===== config.mk =====
export PLATFORM = sky130hd
export DESIGN_NAME = orlb_ctrl
export DESIGN_NICKNAME = d
export VERILOG_FILES = /design/src/design/orlb_pkg.sv /design/src/design/orlb_ctrl.sv
export SDC_FILE = /design/constraint.sdc
export NUM_CORES = 1
export LEC_CHECK = 0
export ABC_AREA = 1
export BUFFER_PORTS_ARGS = -buffer_cell sky130_fd_sc_hd__buf_2
export CORE_UTILIZATION = 40
export DETAILED_ROUTE_END_ITERATION = 7
export PLACE_DENSITY_LB_ADDON = 0.05
export SYNTH_ARGS = -nofsm -noshare
export SYNTH_HDL_FRONTEND = slang
export SYNTH_SLANG_ARGS = --single-unit

===== constraint.sdc =====
create_clock -name i_clk -period 5.6 [get_ports i_clk]
set_input_delay 0.84 -clock i_clk [delete_from_list [all_inputs] [get_ports i_clk]]
set_output_delay 0.84 -clock i_clk [all_outputs]
set_load 0.05 [all_outputs]

===== src/design/orlb_pkg.sv =====
// shared constants and types for the overwrite ring log buffer
// no dependencies; used by every other design file

package orlb_pkg;

    // ring depth; the address arithmetic relies on it being a power of two
    localparam int unsigned DEPTH  = 8192;
    localparam int unsigned ADDR_W = $clog2(DEPTH);
    localparam int unsigned CNT_W  = $clog2(DEPTH + 1);
    localparam int unsigned BYTE_W = 8;

    // request codes
    localparam logic REQ_APPEND = 1'b0;
    localparam logic REQ_READ   = 1'b1;

    // memory command from the pointer logic
    typedef struct packed {
        logic              wr_en;
        logic              rd_en;
        logic [ADDR_W-1:0] addr;
        logic [BYTE_W-1:0] wdata;
    } t_mem_cmd;

    // per-item result info that travels beside the memory read
    typedef struct packed {
        logic             rd_ok;
        logic [CNT_W-1:0] count;
    } t_item_info;

endpackage


===== src/design/orlb_ctrl.sv =====
// write pointer and fill count of the ring, memory address generation
// depends on orlb_pkg for sizes, request codes and command types

module orlb_ctrl (
    input  logic                        i_clk,
    input  logic                        i_rst_n,
    input  logic                        i_take,
    input  logic                        i_req_type,
    input  logic [orlb_pkg::BYTE_W-1:0] i_byte_in,
    input  logic [orlb_pkg::ADDR_W-1:0] i_read_index,
    output orlb_pkg::t_mem_cmd          o_cmd,
    output orlb_pkg::t_item_info        o_info
);

    logic [orlb_pkg::ADDR_W-1:0] r_wr_pos;
    logic [orlb_pkg::ADDR_W-1:0] n_wr_pos;
    logic [orlb_pkg::CNT_W-1:0]  r_count;
    logic [orlb_pkg::CNT_W-1:0]  n_count;
    logic [orlb_pkg::ADDR_W-1:0] oldest;
    logic                        idx_ok;

    // oldest entry; a full count truncates to zero so oldest equals the write pointer
    assign oldest = r_wr_pos - r_count[orlb_pkg::ADDR_W-1:0];
    assign idx_ok = ({1'b0, i_read_index} < r_count);

    always_comb begin
        n_wr_pos     = r_wr_pos;
        n_count      = r_count;
        o_cmd.wr_en  = 1'b0;
        o_cmd.rd_en  = 1'b0;
        o_cmd.addr   = r_wr_pos;
        o_cmd.wdata  = i_byte_in;
        o_info.rd_ok = 1'b0;
        if (i_req_type == orlb_pkg::REQ_APPEND) begin
            o_cmd.wr_en = i_take;
            if (r_wr_pos == orlb_pkg::ADDR_W'(orlb_pkg::DEPTH - 1)) begin
                n_wr_pos = '0;
            end else begin
                n_wr_pos = r_wr_pos + 1'b1;
            end
            if (r_count != orlb_pkg::CNT_W'(orlb_pkg::DEPTH)) begin
                n_count = r_count + 1'b1;
            end
        end else begin
            o_info.rd_ok = idx_ok;
            o_cmd.rd_en  = i_take && idx_ok;
            o_cmd.addr   = oldest + i_read_index;
        end
        o_info.count = n_count;
    end

    always_ff @(posedge i_clk) begin
        if (!i_rst_n) begin
            r_wr_pos <= '0;
            r_count  <= '0;
        end else if (i_take) begin
            r_wr_pos <= n_wr_pos;
            r_count  <= n_count;
        end
    end

endmodule


==> results.toml <==
[run_status]
outcome = "completed"

[synth]
synth_area_um2 = 3360
synth_most_common_cell = "nand2_1"
ys_top_cells_by_count = "175 x nand2_1, 119 x inv_1, 54 x nand3_1, 53 x nor2_1, 28 x ha_1"
synth_edf_count = 0
yosys-top-cells-area = "nand2_1 20%, dfxtp_1 16%, inv_1 13%"
ys_ff_latch = 27
syn_avg_cell_area_um2 = 5.84
syn-num-nets = 640
yosys.area.top_type = "nand2_1"
ys_seq_area_share_pct = 16.1
yosysWarnings = 0
async_flop_share_pct = 0
synth_ff_type = "dfxtp_1"
synth_cell_types = 29
yosysTopAreaCellShare_pct = 19.6
syn_inst = 575

[placement]
gp_congestion = 0.858
place_inst = 709
port_buffers = 46
dp_hpwl_um = 7870
pre_cts_ws_ps = 1760

[floorplan]
std_cell_rows = 33
fp.dieW_um = 93.6
die_h_um = 93.6
die_area_um2 = 8760
start_util_pct = 41.0
io_pins = 63
fp.coreArea_um2 = 8180

[clock_network]
cts_tree = "built"
post-cts-setup-buffers = 0
clk_pin_slew_worst_paths_ps = 110
cts_htree_levels = 1
cts-hold-fix-buffers = 0
clockBufferDepth = 2
clkLatencyLatePin_ps = 290
cts-root-buf = "clkbuf_8"
cts.repair.resized = 0
cts_buffers = 3
clkSinkCount = 27

[timing]
fin_crit_sh_pct = 69.3
worst_slack_ps = 1720
finalHoldViolations = 0
finalMaxSlewViolations = 0
finalSetupViolCount = 0
finalSetupTns_ps = 0
rsz0062_at_grt = "false"
worst_pin_slew_ps = 656
finClkSkew_ps = 12.5
layout_min_cycle_time_ps = 3880
fmax_mhz = 258
relSlewSlack_pct = 56.3

[grt]
grt_pass1_wl_um = 16400
grt_antenna_before_repair = 0
grt_max_degree = 28
globalRouteOverflowTotal = 0
grt_pass1_vias = 3415
grtUsageTotal_pct = 23.7

[critical_path]
r2r_cells = 8
crit_arrival_ps = 3040
required_ps = 4760
r2r_setup_slack_ps = 3740
reg2reg_to = "r_count[6]"
end_kind = "output pin"
path_max_fanout = 4
cp-start-kind = "input pin"
crit_type = "input pin to output pin"
r2r-start = "r_count[1]"

[cells_and_area]
area_growth_syn_to_layout_pct = 9.25
fin_cells = 713
n_antenna_cell = 0
drive_above_1_share_pct = 9.87
fin_nets = 674

[detailed_routing]
wl_per_cell_um = 13.6
wirelength_um = 9690
drtPass1Iterations = 4
via_count = 3548
drc = 0
via_per_inst = 4.98
antenna_left = 0
initialDrtViolationCount = 104

[pwr]
p_leak_nw = 2.06
ir_drop_v = 0.0000961
powerDensity_nw_per_um2 = 202
power.total_uw = 739

[hold_path]
hp-start = "r_wr_pos[0]"
hold_depth = 2
whs_endpoint = "r_wr_pos[0]"
min_path_type = "flip-flop to flip-flop"

[flow_run]
drv_cap = 0
==> metal layers <==
layer	global-route usage, %	up-vias	share of wire [%]
met4	6.67	0	1.9
met1	30.4	1634	48
met3	2.28	17	2.6
met5	0	-	0
met2	42.0	66	48
li1	-	1831	-
==> cells in the final DEF (no fill, tap or decap), types with 7 or more instances in the layout <==
master,instances
nand2_1,175
inv_1,119
nand3_1,54
nor2_1,53
buf_2,46
ha_1,28
a21oi_1,27
dfxtp_1,27
o21ai_0,20
fa_1,12
xor2_1,8
nor3_1,8
nand4_1,7
==> report_power, final <==
group	leakage [nW]	switching, mW	total [mW]	internal, mW
sequential	0.221	0.0158	0.216	0.200
clock	0.0217	0.0765	0.127	0.0509
combinational	1.81	0.281	0.396	0.115
total	2.06	0.373	0.739	0.366
==> how the worst max path moves through the flow <==
stage / startpoint / end / slack (ps) / cells past startpoint
finish: i_read_index[1] / o_cmd[16] / 1720 / 12
global route: i_read_index[1] / o_cmd[16] / 1590 / 12
CTS: i_read_index[1] / o_cmd[16] / 1750 / 12
detailed placement: i_read_index[1] / o_cmd[16] / 1760 / 12
global placement: i_read_index[1] / o_cmd[16] / 1800 / 12
floorplan: i_read_index[1] / o_cmd[16] / 1360 / 10
==> flip-flops by register name, indices dropped and copies added, names as in the netlist <==
| name | flops |
|---|---|
| r_count | 14 |
| r_wr_pos | 13 |
==> area by class of cell <==
type | instances | area [um^2]
Clock buffer | 3 | 41.3
Clock inverter | 1 | 7.51
Fill cell | 936 | 4510
Inverter | 123 | 462
Multi-Input combinational cell | 408 | 2250
Sequential cell | 27 | 541
Tap cell | 105 | 131
Timing Repair Buffer | 46 | 230
==> per-stage QoR <==
step                instance area, um^2  hold WS [ps]  util, %
floorplan                          3360           451        -
global placement                   3620           489     44.2
detailed placement                 3620           494     44.2
CTS                                3670           510     44.8
global route                       3670           539     44.8
finish                             3670           507     44.8
==> kinds of logic (layout without fill, tap and decap cells) <==
kind of cell | after synthesis | in the layout | synth area share, %
and+or+nand+nor | 306 | 306 | 38.8
DFF | 27 | 27 | 16.1
buffers and inverters | 140 | 173 | 16.7
xor gates and xnor gates | 8 | 8 | 2.09
AOI/OAI and AO/OA | 54 | 54 | 8.69
adders and majority gates | 40 | 40 | 17.6
==> critical path, cell delays in order <==
cell	delay, ps
buf_2	100
inv_1	50
fa_1	520
fa_1	470
inv_1	140
nand3_1	90
nand3_1	140
a21oi_1	110
nand2_1	70
nand2_1	50
o21ai_0	170
buf_2	290
(Power assumes the default switching activity.)
